<file path="src/design/wfcd_pkg.sv">
// ----------------------------------------------------------------------------
// wfcd_pkg: shared types and constants of the wait-for cycle detector
// Field widths, command codes, default sizes and the result beat struct.
// ----------------------------------------------------------------------------
package wfcd_pkg;

   // default sizes, handed to the top level parameters
   localparam int MAX_THREADS_DEF = 32;
   localparam int MAX_LIST_DEF    = 32;

   // fixed field widths
   localparam int TID_W   = 5;
   localparam int TOTAL_W = 6;
   localparam int CAP_W   = 6;

   // capacity register value after reset
   localparam logic [CAP_W-1:0] CAP_RESET = 6'd32;

   // request action codes
   localparam logic ACT_WRITE = 1'b0;
   localparam logic ACT_RUN   = 1'b1;

   // one result beat
   typedef struct packed {
      logic [TID_W-1:0]   found_thread;
      logic               entry_valid;
      logic [TOTAL_W-1:0] total_found;
      logic               last_entry;
   } rsp_beat_type;

   // engine to output register
   typedef struct packed {
      logic         load;
      rsp_beat_type beat;
   } emit_type;

endpackage

</file>
<file path="src/design/wfcd_ifs.sv">
// ----------------------------------------------------------------------------
// wfcd_ifs: request and response channels of the wait-for cycle detector
// Valid/ready channels; a beat moves when valid and ready are both high.
// ----------------------------------------------------------------------------
interface wfcd_req_if
   import wfcd_pkg::*;
   ();
   logic             valid;
   logic             ready;
   logic             action;
   logic [TID_W-1:0] thread_id;
   logic             is_waiting;
   logic [TID_W-1:0] holder_id;

   modport source (output valid, action, thread_id, is_waiting, holder_id, input ready);
   modport sink   (input valid, action, thread_id, is_waiting, holder_id, output ready);
endinterface

interface wfcd_rsp_if
   import wfcd_pkg::*;
   ();
   logic               valid;
   logic               ready;
   logic [TID_W-1:0]   found_thread;
   logic               entry_valid;
   logic [TOTAL_W-1:0] total_found;
   logic               last_entry;

   modport source (output valid, found_thread, entry_valid, total_found, last_entry,
                   input ready);
   modport sink   (input valid, found_thread, entry_valid, total_found, last_entry,
                   output ready);
endinterface

</file>
<file path="src/design/wfcd_ram.sv">
// ----------------------------------------------------------------------------
// wfcd_ram: generic simple dual-port RAM
// One write port, one read port with registered read data.
// ----------------------------------------------------------------------------
module wfcd_ram #(
   parameter int WIDTH = 5,
   parameter int DEPTH = 32
) (
   input  logic                                     clock,
   input  logic                                     wr_en,
   input  logic [((DEPTH > 1) ? $clog2(DEPTH) : 1)-1:0] wr_addr,
   input  logic [WIDTH-1:0]                         wr_data,
   input  logic [((DEPTH > 1) ? $clog2(DEPTH) : 1)-1:0] rd_addr,
   output logic [WIDTH-1:0]                         rd_data
);

   logic [WIDTH-1:0] mem_ff [DEPTH];
   logic [WIDTH-1:0] rd_data_ff;

   always_ff @(posedge clock) begin
      if (wr_en) begin
         mem_ff[wr_addr] <= wr_data;
      end
      rd_data_ff <= mem_ff[rd_addr];
   end

   assign rd_data = rd_data_ff;

endmodule

</file>
<file path="src/design/wfcd_outreg.sv">
// ----------------------------------------------------------------------------
// wfcd_outreg: response output register
// Holds one result beat until the sink takes it; frees the slot on a handshake.
// ----------------------------------------------------------------------------
module wfcd_outreg
   import wfcd_pkg::*;
(
   input  logic       clock,
   input  logic       reset,
   input  emit_type   emit,
   output logic       slot_free,
   wfcd_rsp_if.source rsp_chan
);

   logic         valid_ff, valid_in;
   rsp_beat_type beat_ff, beat_in;

   // slot can take a new beat when empty or being drained this cycle
   assign slot_free = !valid_ff || rsp_chan.ready;

   always_comb begin
      valid_in = valid_ff;
      beat_in  = beat_ff;
      if (emit.load) begin
         valid_in = 1'b1;
         beat_in  = emit.beat;
      end else if (rsp_chan.ready) begin
         valid_in = 1'b0;
      end
   end

   always_ff @(posedge clock) begin
      if (reset) begin
         valid_ff <= 1'b0;
      end else begin
         valid_ff <= valid_in;
      end
      beat_ff <= beat_in;
   end

   assign rsp_chan.valid        = valid_ff;
   assign rsp_chan.found_thread = beat_ff.found_thread;
   assign rsp_chan.entry_valid  = beat_ff.entry_valid;
   assign rsp_chan.total_found  = beat_ff.total_found;
   assign rsp_chan.last_entry   = beat_ff.last_entry;

endmodule

</file>
<file path="src/design/wfcd_engine.sv">
// ----------------------------------------------------------------------------
// wfcd_engine: wait table and scan sequencer
// Owns the wait flags, the holder table and the collected list; walks holder
// chains one step at a time through a single compare unit and list read port.
// ----------------------------------------------------------------------------
module wfcd_engine
   import wfcd_pkg::*;
#(
   parameter int MAX_THREADS = MAX_THREADS_DEF,
   parameter int MAX_LIST    = MAX_LIST_DEF
) (
   input  logic             clock,
   input  logic             reset,
   input  logic [CAP_W-1:0] list_capacity,
   input  logic             slot_free,
   output emit_type         emit,
   wfcd_req_if.sink         req_chan
);

   localparam int TA_W = (MAX_THREADS > 1) ? $clog2(MAX_THREADS) : 1;
   localparam int LA_W = (MAX_LIST > 1) ? $clog2(MAX_LIST) : 1;
   localparam int CW   = $clog2(MAX_LIST + 1);
   localparam logic [TA_W-1:0] LAST_T = TA_W'(MAX_THREADS - 1);

   typedef enum logic [10:0] {
      S_IDLE  = 11'b000_0000_0001,
      S_TCHK  = 11'b000_0000_0010,
      S_SKRD  = 11'b000_0000_0100,
      S_SKCMP = 11'b000_0000_1000,
      S_HRD   = 11'b000_0001_0000,
      S_HCAP  = 11'b000_0010_0000,
      S_CHAIN = 11'b000_0100_0000,
      S_CYRD  = 11'b000_1000_0000,
      S_CYCMP = 11'b001_0000_0000,
      S_EMRD  = 11'b010_0000_0000,
      S_EMLD  = 11'b100_0000_0000
   } state_type;

   state_type        state_ff, state_in;
   logic [TA_W-1:0]  t_ff, t_in;
   logic [TA_W-1:0]  cur_ff, cur_in;
   logic [TID_W-1:0] holder_ff, holder_in;
   logic [CW-1:0]    count_ff, count_in;
   logic [CW-1:0]    cap_ff, cap_in;
   logic [CW-1:0]    idx_ff, idx_in;
   logic [CW-1:0]    i_ff, i_in;
   logic [CW-1:0]    k_ff, k_in;
   logic             flags_ff [MAX_THREADS];

   logic             req_fire;
   logic             tid_ok;
   logic             tab_we;
   logic             holder_waits;
   logic [TID_W-1:0] hold_rdata;
   logic [TID_W-1:0] list_rdata;
   logic             list_we;
   logic [LA_W-1:0]  list_raddr;
   logic [CW-1:0]    cap_sat;

   assign req_chan.ready = (state_ff == S_IDLE);
   assign req_fire       = req_chan.valid && req_chan.ready;
   assign tid_ok         = 32'(req_chan.thread_id) < 32'(MAX_THREADS);
   assign tab_we         = req_fire && (req_chan.action == ACT_WRITE) && tid_ok;

   // capacity clipped to the list size
   assign cap_sat = (32'(list_capacity) > 32'(MAX_LIST)) ? CW'(MAX_LIST)
                                                        : CW'(list_capacity);

   // current holder waits on a lock itself
   assign holder_waits = (32'(holder_ff) < 32'(MAX_THREADS)) &&
                         flags_ff[TA_W'(holder_ff)];

   // list read address: emit index while draining, compare index otherwise
   assign list_raddr = ((state_ff == S_EMRD) || (state_ff == S_EMLD)) ? k_ff[LA_W-1:0]
                                                                      : i_ff[LA_W-1:0];
   assign list_we    = (state_ff == S_CYRD) && (i_ff == idx_ff) && (idx_ff < cap_ff);

   wfcd_ram #(.WIDTH(TID_W), .DEPTH(MAX_THREADS)) u_hold_ram (
      .clock   (clock),
      .wr_en   (tab_we),
      .wr_addr (TA_W'(req_chan.thread_id)),
      .wr_data (req_chan.holder_id),
      .rd_addr (cur_ff),
      .rd_data (hold_rdata)
   );

   wfcd_ram #(.WIDTH(TID_W), .DEPTH(MAX_LIST)) u_list_ram (
      .clock   (clock),
      .wr_en   (list_we),
      .wr_addr (idx_ff[LA_W-1:0]),
      .wr_data (holder_ff),
      .rd_addr (list_raddr),
      .rd_data (list_rdata)
   );

   // sequencer
   always_comb begin
      state_in  = state_ff;
      t_in      = t_ff;
      cur_in    = cur_ff;
      holder_in = holder_ff;
      count_in  = count_ff;
      cap_in    = cap_ff;
      idx_in    = idx_ff;
      i_in      = i_ff;
      k_in      = k_ff;
      emit      = '0;

      unique case (state_ff)
         S_IDLE: begin
            if (req_fire && (req_chan.action == ACT_RUN)) begin
               cap_in   = cap_sat;
               count_in = '0;
               t_in     = '0;
               state_in = S_TCHK;
            end
         end
         S_TCHK: begin
            if (!flags_ff[t_ff]) begin
               state_in = S_EMRD;
            end else if (count_ff == '0) begin
               cur_in   = t_ff;
               idx_in   = count_ff;
               state_in = S_HRD;
            end else begin
               i_in     = '0;
               state_in = S_SKRD;
            end
         end
         S_SKRD: begin
            state_in = S_SKCMP;
         end
         S_SKCMP: begin
            if (32'(list_rdata) == 32'(t_ff)) begin
               state_in = S_EMRD;
            end else if (i_ff + CW'(1) == count_ff) begin
               cur_in   = t_ff;
               idx_in   = count_ff;
               state_in = S_HRD;
            end else begin
               i_in     = i_ff + CW'(1);
               state_in = S_SKRD;
            end
         end
         S_HRD: begin
            state_in = S_HCAP;
         end
         S_HCAP: begin
            holder_in = hold_rdata;
            state_in  = S_CHAIN;
         end
         S_CHAIN: begin
            if (idx_ff >= cap_ff) begin
               state_in = S_EMRD;
            end else begin
               i_in     = count_ff;
               state_in = S_CYRD;
            end
         end
         S_CYRD: begin
            if (i_ff == idx_ff) begin
               // no repeat in this chain: holder is appended (list_we)
               if (holder_waits) begin
                  idx_in   = idx_ff + CW'(1);
                  cur_in   = TA_W'(holder_ff);
                  state_in = S_HRD;
               end else begin
                  state_in = S_EMRD;
               end
            end else begin
               state_in = S_CYCMP;
            end
         end
         S_CYCMP: begin
            if (list_rdata == holder_ff) begin
               count_in = idx_ff;
               state_in = S_EMRD;
            end else begin
               i_in     = i_ff + CW'(1);
               state_in = S_CYRD;
            end
         end
         S_EMRD: begin
            state_in = S_EMLD;
         end
         S_EMLD: begin
            if (slot_free) begin
               emit.load = 1'b1;
               if (count_ff == '0) begin
                  emit.beat.last_entry = 1'b1;
                  state_in             = S_IDLE;
               end else begin
                  emit.beat.found_thread = list_rdata;
                  emit.beat.entry_valid  = 1'b1;
                  emit.beat.total_found  = TOTAL_W'(count_ff);
                  emit.beat.last_entry   = (k_ff + CW'(1) == count_ff);
                  k_in                   = k_ff + CW'(1);
                  state_in               = (k_ff + CW'(1) == count_ff) ? S_IDLE : S_EMRD;
               end
            end
         end
         default: begin
            state_in = S_IDLE;
         end
      endcase

      // thread scan advance, shared by every path that ends a thread
      if ((state_in == S_EMRD) && (state_ff != S_EMRD) && (state_ff != S_EMLD)) begin
         if (t_ff == LAST_T) begin
            k_in = '0;
         end else begin
            t_in     = t_ff + TA_W'(1);
            state_in = S_TCHK;
         end
      end
   end

   always_ff @(posedge clock) begin
      if (reset) begin
         state_ff <= S_IDLE;
         count_ff <= '0;
      end else begin
         state_ff <= state_in;
         count_ff <= count_in;
      end
      t_ff      <= t_in;
      cur_ff    <= cur_in;
      holder_ff <= holder_in;
      cap_ff    <= cap_in;
      idx_ff    <= idx_in;
      i_ff      <= i_in;
      k_ff      <= k_in;
   end

   // wait flags: cleared by reset, written by table beats
   always_ff @(posedge clock) begin
      if (reset) begin
         for (int n = 0; n < MAX_THREADS; n++) begin
            flags_ff[n] <= 1'b0;
         end
      end else if (tab_we) begin
         flags_ff[TA_W'(req_chan.thread_id)] <= req_chan.is_waiting;
      end
   end

endmodule

</file>
<file path="src/design/wait_for_cycle_detector_top.sv">
// ----------------------------------------------------------------------------
// wait_for_cycle_detector_top: wait-for graph deadlock detector
// Table load, chain-walking scan and emission of the collected thread list.
// ----------------------------------------------------------------------------
// A table-write beat (action 0) is accepted whenever the block is idle. A run
// beat (action 1) blocks the request channel until its last result beat is
// loaded: each of the MAX_THREADS threads is checked; a waiting one is compared
// against the already-collected entries, then its chain is walked holder by
// holder, each fetched, compared against the entries of that chain and appended
// if new; then the beats are emitted, stalled while the sink holds off. Every
// compare goes one entry at a time through the single read port of the
// collected-list RAM. The capacity register is sampled when a run beat is
// accepted.
// ----------------------------------------------------------------------------
module wait_for_cycle_detector_top
   import wfcd_pkg::*;
#(
   parameter int MAX_THREADS = MAX_THREADS_DEF,
   parameter int MAX_LIST    = MAX_LIST_DEF
) (
   input  logic             clock,
   input  logic             reset,
   input  logic             csr_we,
   input  logic [CAP_W-1:0] csr_wdata,
   wfcd_req_if.sink         req_chan,
   wfcd_rsp_if.source       rsp_chan
);

   logic [CAP_W-1:0] cap_ff, cap_in;
   emit_type         emit;
   logic             slot_free;

   // list capacity register
   assign cap_in = csr_we ? csr_wdata : cap_ff;

   always_ff @(posedge clock) begin
      if (reset) begin
         cap_ff <= CAP_RESET;
      end else begin
         cap_ff <= cap_in;
      end
   end

   wfcd_engine #(
      .MAX_THREADS (MAX_THREADS),
      .MAX_LIST    (MAX_LIST)
   ) u_engine (
      .clock         (clock),
      .reset         (reset),
      .list_capacity (cap_ff),
      .slot_free     (slot_free),
      .emit          (emit),
      .req_chan      (req_chan)
   );

   wfcd_outreg u_outreg (
      .clock     (clock),
      .reset     (reset),
      .emit      (emit),
      .slot_free (slot_free),
      .rsp_chan  (rsp_chan)
   );

endmodule

</file>
<file path="src/flat_wrapper.sv">
// flat-port wrapper written by rule: the top's interface ports become plain ports
module wait_for_cycle_detector_top_flat import wfcd_pkg::*;
#(
   parameter int MAX_THREADS = MAX_THREADS_DEF,
   parameter int MAX_LIST    = MAX_LIST_DEF
)
  (clock, reset, csr_we, csr_wdata, req_chan_valid, req_chan_action, req_chan_thread_id, req_chan_is_waiting, req_chan_holder_id, req_chan_ready, rsp_chan_valid, rsp_chan_found_thread, rsp_chan_entry_valid, rsp_chan_total_found, rsp_chan_last_entry, rsp_chan_ready);
  wfcd_req_if req_chan_i ();
  wfcd_rsp_if rsp_chan_i ();
  input  logic clock;
  input  logic reset;
  input  logic csr_we;
  input  logic [CAP_W-1:0] csr_wdata;
  input wire logic [$bits(req_chan_i.valid)-1:0] req_chan_valid;
  input wire logic [$bits(req_chan_i.action)-1:0] req_chan_action;
  input wire logic [$bits(req_chan_i.thread_id)-1:0] req_chan_thread_id;
  input wire logic [$bits(req_chan_i.is_waiting)-1:0] req_chan_is_waiting;
  input wire logic [$bits(req_chan_i.holder_id)-1:0] req_chan_holder_id;
  output wire logic [$bits(req_chan_i.ready)-1:0] req_chan_ready;
  output wire logic [$bits(rsp_chan_i.valid)-1:0] rsp_chan_valid;
  output wire logic [$bits(rsp_chan_i.found_thread)-1:0] rsp_chan_found_thread;
  output wire logic [$bits(rsp_chan_i.entry_valid)-1:0] rsp_chan_entry_valid;
  output wire logic [$bits(rsp_chan_i.total_found)-1:0] rsp_chan_total_found;
  output wire logic [$bits(rsp_chan_i.last_entry)-1:0] rsp_chan_last_entry;
  input wire logic [$bits(rsp_chan_i.ready)-1:0] rsp_chan_ready;
  assign req_chan_i.valid = req_chan_valid;
  assign req_chan_i.action = req_chan_action;
  assign req_chan_i.thread_id = req_chan_thread_id;
  assign req_chan_i.is_waiting = req_chan_is_waiting;
  assign req_chan_i.holder_id = req_chan_holder_id;
  assign req_chan_ready = req_chan_i.ready;
  assign rsp_chan_valid = rsp_chan_i.valid;
  assign rsp_chan_found_thread = rsp_chan_i.found_thread;
  assign rsp_chan_entry_valid = rsp_chan_i.entry_valid;
  assign rsp_chan_total_found = rsp_chan_i.total_found;
  assign rsp_chan_last_entry = rsp_chan_i.last_entry;
  assign rsp_chan_i.ready = rsp_chan_ready;
  wait_for_cycle_detector_top #(.MAX_THREADS(MAX_THREADS), .MAX_LIST(MAX_LIST)) u_core (.clock(clock), .reset(reset), .csr_we(csr_we), .csr_wdata(csr_wdata), .req_chan(req_chan_i), .rsp_chan(rsp_chan_i));
endmodule
</file>
<file path="config.mk">
export PLATFORM = sky130hd
export DESIGN_NAME = wait_for_cycle_detector_top_flat
export DESIGN_NICKNAME = d
export VERILOG_FILES = /design/src/design/wfcd_pkg.sv /design/src/design/wfcd_ifs.sv /design/src/design/wfcd_ram.sv /design/src/design/wfcd_outreg.sv /design/src/design/wfcd_engine.sv /design/src/design/wait_for_cycle_detector_top.sv /design/src/flat_wrapper.sv
export SDC_FILE = /design/constraint.sdc
export NUM_CORES = 1
export LEC_CHECK = 0
export CAP_MARGIN = 10
export CORE_ASPECT_RATIO = 1.4
export CORE_MARGIN = 4
export CORE_UTILIZATION = 55
export CTS_BUF_LIST = sky130_fd_sc_hd__clkbuf_2
export CTS_CLUSTER_SIZE = 20
export DETAILED_ROUTE_END_ITERATION = 8
export DONT_BUFFER_PORTS = 1
export GPL_TIMING_DRIVEN = 1
export HOLD_SLACK_MARGIN = 0.03
export PLACE_DENSITY = 0.77
export SETUP_SLACK_MARGIN = 0.5
export SYNTH_ARGS = -nofsm -noshare
export SYNTH_HDL_FRONTEND = slang
export SYNTH_SLANG_ARGS = --single-unit
export TNS_END_PERCENT = 10
</file>
<file path="constraint.sdc">
create_clock -name clock -period 2.8 [get_ports clock]
set_clock_uncertainty 0.15 [all_clocks]
set_input_delay 0.42 -clock clock [delete_from_list [all_inputs] [get_ports clock]]
set_output_delay 0.42 -clock clock [all_outputs]
set_load 0.05 [all_outputs]
</file>
# Word-level counts from Yosys, hierarchy flattened
# Memories as Yosys holds them, arrays and structs flattened. A register that Yosys moved wholly into a read port is not among the register bits.
# Cells that the tools add are included.
# Widths: inputs -> output; s select.
# totals
ramBits	352
latchBits	0
rom_bits	0
input_bits	23
register_bits	76
mem_count	3
# classes
mux	67
addsub	4
n_div	0
n_mul	0
reduce_logical	22
n_eq_ne	32
bitwise_logic	3
n_shift	0
order_cmp	3
# memory_table
name	words	word_bits	read_ports	rd_ports_with_merged_regs	wr	line	rtl
u_core.u_engine.u_hold_ram.mem_ff	32	5	1	1	1	wfcd_ram.sv:17	logic [WIDTH-1:0] mem_ff [DEPTH];
u_core.u_engine.u_list_ram.mem_ff	32	5	1	1	1	wfcd_ram.sv:17	
u_core.u_engine.flags_ff	32	1	2	2	32	wfcd_engine.sv:48	logic flags_ff [MAX_THREADS];
# ops
cell	n
$pmux 11 s11	1
$mux 6	19
$mux 5	15
$mux 10	7
$mux 11	5
$mux 14	2
$pmux 6 s4	1
$eq 11x10->1 const B	2
$ne 2x2->1 const B	10
$add 6x1->6 const B	3
$eq 6x6->1	3
$pmux 6 s3	1
$pmux 5 s3	1
$reduce_and 7->1	2
$mux 1	13
$mux 12	1
$pmux 6 s2	1
$eq 11x1->1 const B	1
$eq 11x11->1 const B	1
$eq 11x2->1 const B	1
$eq 11x3->1 const B	1
$eq 11x4->1 const B	1
$eq 11x5->1 const B	1
$eq 11x6->1 const B	1
other kinds (24)	37

# Depth between registers and ports, before layout
# Gate-level depths: netlist of run 1.
# logic_depth
ltp_word	10
ltp_mapped	11
mapped_depth_nobuf	9

# By module
# A second synthesis of run 1 with hierarchy kept.
# unflattened
cells_unflattened	1200
hier_area_um2	19092.1
# by_module_without_submodules
mod	seq_area_each_um2	cells_each	instances	area_each_um2
wfcd_ram	4904.7	277	2	6344.8
wfcd_engine	2462.4	610	1	5748.0
wfcd_outreg	410.4	17	1	436.7
wait_for_cycle_detector_top	120.1	19	1	217.7

# Least setup slack after synthesis of run 1
# Ideal clock, no wire load.
# synth_path
path_type	reg2reg
from	reg u_core.u_engine.state_ff[6]
to	reg u_core.u_engine.u_list_ram.rd_data_ff[4] (netlist: u_core.u_engine.u_list_ram.rd_data[4]) (read register of u_core.u_engine.u_list_ram.mem_ff)
arrival_time_ns	2.673
t_required_ns	2.538
slack_ns	-0.135
path_stages_with_launch	11
setup_ns	0.112
path_buffers	3
cell_sequence	dfxtp_1 -> buf_2 -> or4_4 -> nor4_4 -> mux2i_1 -> clkbuf_1 -> clkbuf_1 -> nand2_1 -> nand3_1 -> nand4_1 -> a2111oi_1
# synth_between
elab_chain_len	3
elab_cells_between_ends	4
classes_between	2 x eq/ne; 1 x mux; 1 x reduce/logical
# synth_rtl
item	line	rtl
from (decl)	wfcd_engine.sv:39	state_type state_ff, state_in;
from (signal assigned)	wfcd_engine.sv:223	state_ff <= state_in;
$eq 11x10->1 / $eq 11x11->1 (equally long branches)	wfcd_engine.sv:74	assign list_raddr = ((state_ff == S_EMRD) || (state_ff == S_EMLD)) ? k_ff[LA_W-1:0]
$logic_or 1x1->1 (*)	wfcd_engine.sv:74	
$mux 5 (*)	wfcd_engine.sv:74	
to (decl)	wfcd_ram.sv:18	logic [WIDTH-1:0] rd_data_ff;
# Every way passes the cells marked *; elsewhere a longest branch is shown, timed or not.
# A chain may end at the register's enable or synchronous reset.

# Final worst setup path of run 1
# layout_path
from	reg u_core.u_engine.state_ff[7]
to	reg u_core.u_engine.u_list_ram.rd_data_ff[3] (netlist: u_core.u_engine.u_list_ram.rd_data[3]) (read register of u_core.u_engine.u_list_ram.mem_ff)
# Same word-level chain as after synthesis.

==> results of run 1 <==
Yosys cell counts (all sizes together) (5+ instances only):
| cell type | instances |
|---|---|
| nand2b | 17 |
| dfxtp | 50 |
| and3 | 9 |
| or3b | 5 |
| clkbuf | 58 |
| mux2i | 54 |
| a211oi | 5 |
| and2 | 8 |
| nor4 | 7 |
| nor4b | 7 |
| inv | 19 |
| a21oi | 26 |
| ha | 14 |
| edfxtp | 393 |
| mux2 | 12 |
| nand3 | 90 |
| nand2 | 193 |
| nor3 | 16 |
| nor2b | 16 |
| nand4 | 15 |
| a2111oi | 7 |
| a31oi | 17 |
| xor2 | 24 |
| buf | 29 |
| xnor2 | 20 |
| a32oi | 15 |
| a22oi | 8 |
| nand3b | 11 |
| or2 | 34 |
| o21ai | 12 |
| nor2 | 139 |
| mux4 | 51 |
| or3 | 5 |
registers in the layout, summed over array words and instances (netlist names), named ones only:
register and count:
u_core.u_engine.count_ff 6, u_core.u_engine.holder_ff 5, u_core.u_outreg.rsp_chan.last_entry 1, u_core.u_outreg.rsp_chan.total_found 6, u_core.u_engine.u_hold_ram.mem_ff 160, u_core.u_engine.state_ff 11, u_core.u_outreg.rsp_chan.valid 1, u_core.u_engine.u_list_ram.mem_ff 160
u_core.u_engine.i_ff 6, u_core.u_engine.u_hold_ram.rd_data 5, u_core.u_engine.k_ff 6, u_core.u_engine.flags_ff 32, u_core.u_outreg.rsp_chan.found_thread 5, u_core.u_engine.t_ff 5, u_core.u_engine.cap_ff 6, u_core.cap_ff 6
u_core.u_engine.u_list_ram.rd_data 5, u_core.u_engine.cur_ff 5, u_core.u_engine.idx_ff 6, u_core.u_outreg.rsp_chan.entry_valid 1
power groups by stage:
stage	Combinational [W]	Sequential [W]	Clock [W]
final	0.00198	0.00735	0.00408
after global routing	0.00209	0.00737	0.00454
after CTS	0.00182	0.00735	0.00408
after detailed placement	0.00144	0.00750	0
after global placement	0.00142	0.00749	0
after floorplan	0.000944	0.00745	0
worst max-delay path, stage by stage, from the launching register on:
cell and delay, ns:
dfxtp_2 0.35, or4_4 0.56, nor4_4 0.26, buf_4 0.17
mux2i_4 0.31, buf_12 0.18, buf_12 0.16, nand2_1 0.08
nand3_1 0.09, nand4_1 0.22, a2111oi_2 0.34
logic make-up (layout without fill, tap and decap cells):
family / after synthesis / after routing / synth area share
xor+xnor: 44 / 44 / 0.0200
fa+ha+maj: 14 / 14 / 0.00910
simple gates: 584 / 584 / 0.147
buf+inv: 106 / 444 / 0.0238
flops: 443 / 443 / 0.665
other cells: 0 / 2 / 0
compound gates: 111 / 111 / 0.0402
mux: 117 / 117 / 0.0950
layer usage:
layer  track usage  up-vias
li1              -     5883
met1         0.296     6427
met2         0.477      716
met3        0.0502      211
met4         0.141        0
met5             0        -
how the worst min path moves through the flow:
stage                                               to  slack (ns)  cells after the start
after floorplan           u_core.u_engine.holder_ff[0]        0.26                      0
after global placement    u_core.u_engine.holder_ff[4]        0.26                      0
after detailed placement  u_core.u_engine.holder_ff[0]        0.27                      0
after CTS                 u_core.u_engine.flags_ff[23]        0.04                      6
after global routing      u_core.u_engine.flags_ff[23]        0.05                      6
final                     u_core.u_engine.flags_ff[31]        0.13                      6
per-stage QoR:
step           cell area [um^2]  utilization  TNS (ns)
2_1_floorplan             19500            -         0
3_3_place_gp              21000        0.611    -0.931
3_5_place_dp              21000        0.611     -1.99
4_1_cts                   23700        0.691     -1.41
5_1_grt                   24100        0.702    -21.70
6_report                  24100        0.702     -4.46
area by class of cell:
type / instances / area share
multi-input cells: 870 / 0.297
clock inverters: 32 / 0.00670
clock buffers: 151 / 0.0314
well taps: 451 / 0.0234
repair buffers: 242 / 0.106
flip-flops and latches: 443 / 0.532
inverters: 19 / 0.00343
diodes: 2 / 0.000208
what timing repair did:
| item | CTS | global route |
|---|---|---|
| gates resized for setup | 256 | 55 |
| hold endpoints to repair | 434 | 0 |
| setup endpoints to repair | 479 | 481 |
| gates cloned | 5 | 2 |
| buffers inserted | 26 | 16 |
| pin swaps | 125 | 78 |
| hold buffers | 40 | 0 |
==> reports/results.txt, run 1 <==
post-synth cell types: 66
fmax: 327 MHz
pwr dens: 557 nW/um^2
Worst-Skew Late Latency: 1.01 ns
Num CTS Buffers: 99
die area: 38100 um^2
WS Path Type: flop to flop
Final Worst Setup Slack: -0.256 ns
Comb power frac: 0.147
number of global-route vias before repair: 13600
post-DR vias/cell: 5.99
Power Total: 0.0134 W
pins over their slew limit: 0
Int Pwr: 0.00972 W
crit path capture: u_core.u_engine.u_list_ram.rd_data[3]
placer congestion estimate: 0.949
Final Setup Violations: 79
fin cells: 2210
residual DRC count: 0
initial antenna violation count: 1
CP required: 3.48 ns
crit path from: u_core.u_engine.state_ff[7]
CP Data Arrival Time: 3.74 ns
DR WL/cell: 23.7 um
element type at the critical path end: flop
fraction of layout cells with a size suffix above 1: 0.366
Net Switching: 0.00369 W
commonest cells after routing, fill and taps aside: edfxtp_1 (393), nand2_1 (183), clkbuf_2 (151), buf_4 (115), nand3_1 (85)
routed vias: 13200
IO Count: 38
row cnt: 80
commonest non-fill, non-tap cell in the layout: edfxtp_1
Pre-antenna DRT Iters: 6
register area share after synthesis: 0.665
reg2reg path depth: 10
register area: 12800 um^2
relative slew slack: 0.187
largest net degree at the start of global routing: 55
Clock Power Share: 0.304
dpl hpwl: 31.3 mm
Reg-to-Reg Start: u_core.u_engine.state_ff[7]
Seq cells post-synth: 443
met3 WL: 3.84 mm
ys async rst share: 0
CTS tree: built
max_cap viols: 0
worst hold path class: input port to flop
critical path launch point type: flop
global route total overflow: 0
min cycle time layout: 3.06 ns
routed wl met2: 28.0 mm
final hold slack: 0.135 ns
status: finished, violations left
Post-Syn Area: 19200 um^2
measured slew at the worst slew-check pin: 1.22 ns
worst slack, placed: -0.238 ns
top cell type's share of synthesized area: 0.613
routed wire length: 52.3 mm
Die Span X: 166 um
Leak: 8.31 nW
flop-to-flop setup slack: -0.26 ns
clock slew at reported path FFs: 0.17 ns
number of port buffers: 0
Main synth FF type: edfxtp_1
Initial Util: 0.561
RSZ-0062 raised after global routing: yes
GR Util All Layers: 0.264
Die Y-Extent: 229 um
placed cell count: 1936
Hold Fails Final Rpt: 0
first-pass GRT wire length: 77.6 mm
footprint of the multi-input gates: 7160 um^2
core box area: 34300 um^2
Crit Path Max Fanout: 24
Net count, final: 1712
failing checks: setup timing
FF-to-FF End: u_core.u_engine.u_list_ram.rd_data[3]
area grow syn2layout: 25.2%
Net Sw Frac: 0.275
sequential group share of total power: 0.548
CTS sink cnt: 443
Net Count, Synth: 1456
Longest Clk Path Bufs: 3
Tcrit/Tclk final: 1.09
Hold Path Origin: req_chan_valid
Max VDD drop: 0.452 mV
# fillers: 2121
cell accounting for the most synthesized area: edfxtp_1
max layer used: met4
Synth Area per Inst: 13.6 um^2
top cells by area, synth: edfxtp_1 (61%), mux4_2 (6.0%), dfxtp_1 (5.2%)
number of H-tree levels: 3
yosys warns: 0
Synth Instances: 1419
DRT iter0 DRCs: 1298
Post-synth EDFFs: 393
CTS root buf: clkbuf_2
M1 wire length: 17.4 mm
antenna viol nets, final: 0
(Power assumes the default switching activity.)
==> run 2: changes to the inputs <==
--- a/config.mk
+++ b/config.mk
@@ -17,6 +17,7 @@
 export HOLD_SLACK_MARGIN = 0.03
 export PLACE_DENSITY = 0.77
 export SETUP_SLACK_MARGIN = 0.5
+export SKIP_LAST_GASP = 1
 export SYNTH_ARGS = -nofsm -noshare
 export SYNTH_HDL_FRONTEND = slang
 export SYNTH_SLANG_ARGS = --single-unit
==> constraint.sdc (replaced) <==
create_clock -name clock -period 2.55 [get_ports clock]
set_clock_uncertainty 0.15 [all_clocks]
set_input_delay 0.3825 -clock clock [delete_from_list [all_inputs] [get_ports clock]]
set_output_delay 0.3825 -clock clock [all_outputs]
set_load 0.05 [all_outputs]
==> run 2 against run 1 <==
The flow still finishes with violations (setup timing). Cell count is 1.5% higher. Sequential power grew 9.8%. Non-clock buffer count rose by 30. Critical path type unchanged. Sequential share of layout area up 0.54 points. Worst hold slack better by 0.018 ns. Utilization is 0.74 points lower.
==> reports/results.txt, run 2 (same netlist as run 1, synthesis figures left out) <==
status: finished, violations left
failing checks: setup timing
DRT iter0 DRCs: 1223
element type at the critical path end: flop
Final Setup Violations: 395
CTS sink cnt: 443
RSZ-0062 raised after global routing: yes
Pre-antenna DRT Iters: 6
number of H-tree levels: 3
Net Sw Frac: 0.271
Finished Core Util: 0.694
footprint of the multi-input gates: 6650 um^2
Net count, final: 1744
top flop regs: u_core.u_engine.u_hold_ram.mem_ff: 160 flops, u_core.u_engine.u_list_ram.mem_ff: 160 flops, u_core.u_engine.flags_ff: 32 flops
final hold slack: 0.153 ns
Leak: 8.45 nW
post-DR vias/cell: 6.02
Max VDD drop: 0.502 mV
CP required: 3.30 ns
min cycle time layout: 3.03 ns
die area: 38100 um^2
commonest cells after routing, fill and taps aside: edfxtp_1 (393), nand2_1 (186), buf_4 (170), clkbuf_2 (140), nor2_1 (92)
slowest cell delay on critical path: 0.57 ns
Tcrit/Tclk final: 1.19
antenna viol nets, final: 0
Worst-Skew Late Latency: 1.05 ns
M1 wire length: 17.1 mm
pwr dens: 629 nW/um^2
flop-to-flop setup slack: -0.48 ns
fin cells: 2243
row cnt: 80
Power Total: 0.0150 W
routed wire length: 51.0 mm
relative slew slack: 0.463
worst hold stages: 3
max layer used: met4
reg2reg path depth: 11
placed inst area: 21100 um^2
Hold EP: u_core.u_engine.state_ff[5]
measured slew at the worst slew-check pin: 0.805 ns
DR WL/cell: 22.8 um
Comb power frac: 0.152
Hold Fails Final Rpt: 0
dpl hpwl: 31.0 mm
commonest non-fill, non-tap cell in the layout: edfxtp_1
Int Pwr: 0.0109 W
sequential group share of total power: 0.539
max_cap viols: 0
Final Worst Setup Slack: -0.484 ns
Die Y-Extent: 229 um
largest net degree at the start of global routing: 55
met3 WL: 3.52 mm
worst path cell trace: or4_4 > nor4_4 > buf_4 > mux2_4 > buf_12 > buf_8 > buf_6 > nand2_1 > a32oi_1 > a31oi_1 > a2111oi_2
# fillers: 2157
worst hold path class: input port to flop
CP Data Arrival Time: 3.78 ns
Clock Power Share: 0.309
number of global-route vias before repair: 14000
routed wl met2: 27.1 mm
placed cell count: 1951
first-pass GRT wire length: 76.5 mm
pins over their slew limit: 0
critical path launch point type: flop
Die Span X: 166 um
WS Path Type: flop to flop
Longest Clk Path Bufs: 3
area grow syn2layout: 23.9%
Hold Path Origin: reset
placer congestion estimate: 0.948
core box area: 34300 um^2
Crit Path Max Fanout: 7
GR Util All Layers: 0.259
initial antenna violation count: 1
Net Switching: 0.00406 W
Reg-to-Reg Start: u_core.u_engine.state_ff[7]
IO Count: 38
FF-to-FF End: u_core.u_engine.u_list_ram.rd_data[0]
number of port buffers: 0
residual DRC count: 0
global route total overflow: 0
post-route cell area: 23800 um^2
routed vias: 13500
Num CTS Buffers: 101
clock slew at reported path FFs: 0.13 ns
fraction of layout cells with a size suffix above 1: 0.341
Initial Util: 0.561
CTS root buf: clkbuf_2
CTS tree: built
register area: 12800 um^2
fmax: 330 MHz
CP max-delay cell: or4_4
[run 2: layout make-up]
class	count	area share
Timing Repair Buffer	272	0.116
Sequential cell	443	0.537
Clock inverter	47	0.0116
Inverter	19	0.00310
Clock buffer	140	0.0294
Antenna cell	1	0.000105
Multi-Input combinational cell	870	0.279
Tap cell	451	0.0237
[run 2: power groups by stage]
| stage | combinational [W] | sequential (W) | clock [W] |
|---|---|---|---|
| 5_1_grt | 0.00242 | 0.00809 | 0.00512 |
| 3_3_place_gp | 0.00167 | 0.00823 | 0 |
| 2_1_floorplan | 0.00104 | 0.00818 | 0 |
| 4_1_cts | 0.00206 | 0.00806 | 0.00468 |
| 3_5_place_dp | 0.00171 | 0.00823 | 0 |
| 6_report | 0.00228 | 0.00807 | 0.00463 |
[run 2: through the flow]
step | TNS (ns) | setup slack, ns
after global placement | -45.58 | -0.350
after CTS | -52.89 | -0.479
after detailed placement | -58.63 | -0.417
after global routing | -110.73 | -0.646
after floorplan | -22.32 | -0.214
final | -63.14 | -0.484
[run 2: how the worst max path moves through the flow]
stage	start	endpoint	slack (ns)	cells past startpoint
2_1_floorplan	u_core.u_engine.state_ff[0]	u_core.u_engine.u_list_ram.rd_data[3]	-0.21	10
3_3_place_gp	u_core.u_engine.state_ff[7]	u_core.u_engine.u_list_ram.rd_data[4]	-0.35	8
3_5_place_dp	u_core.u_engine.state_ff[2]	u_core.u_engine.u_list_ram.rd_data[1]	-0.42	9
4_1_cts	u_core.u_engine.state_ff[5]	req_chan_ready	-0.48	7
5_1_grt	u_core.u_engine.state_ff[7]	u_core.u_engine.u_list_ram.rd_data[0]	-0.65	11
6_report	u_core.u_engine.state_ff[7]	u_core.u_engine.u_list_ram.rd_data[0]	-0.48	11
[run 2: what timing repair did]
| item | CTS | global route |
|---|---|---|
| cloned | 6 | 2 |
| endpoints found under the hold margin | 436 | 0 |
| resized for setup | 81 | 50 |
| setup buffers | 31 | 23 |
| pin swaps | 44 | 31 |
| hold buffers | 42 | 0 |
| setup endpoints to repair | 505 | 513 |
[run 2: per-layer routing]
| layer | vias up | GRT usage |
|---|---|---|
| li1 | 5934 | - |
| met1 | 6582 | 0.278 |
| met2 | 771 | 0.474 |
| met3 | 211 | 0.0449 |
| met4 | 0 | 0.160 |
| met5 | - | 0 |
[run 2: worst max-delay path: cells and delay by family, from the launching register on]
kind                   cells  cell delay, ns
AOI/OAI and AO/OA          3            0.79
buffers and inverters      4            0.58
DFF                        1            0.34
muxes                      1            0.22
and+or+nand+nor            3            0.85
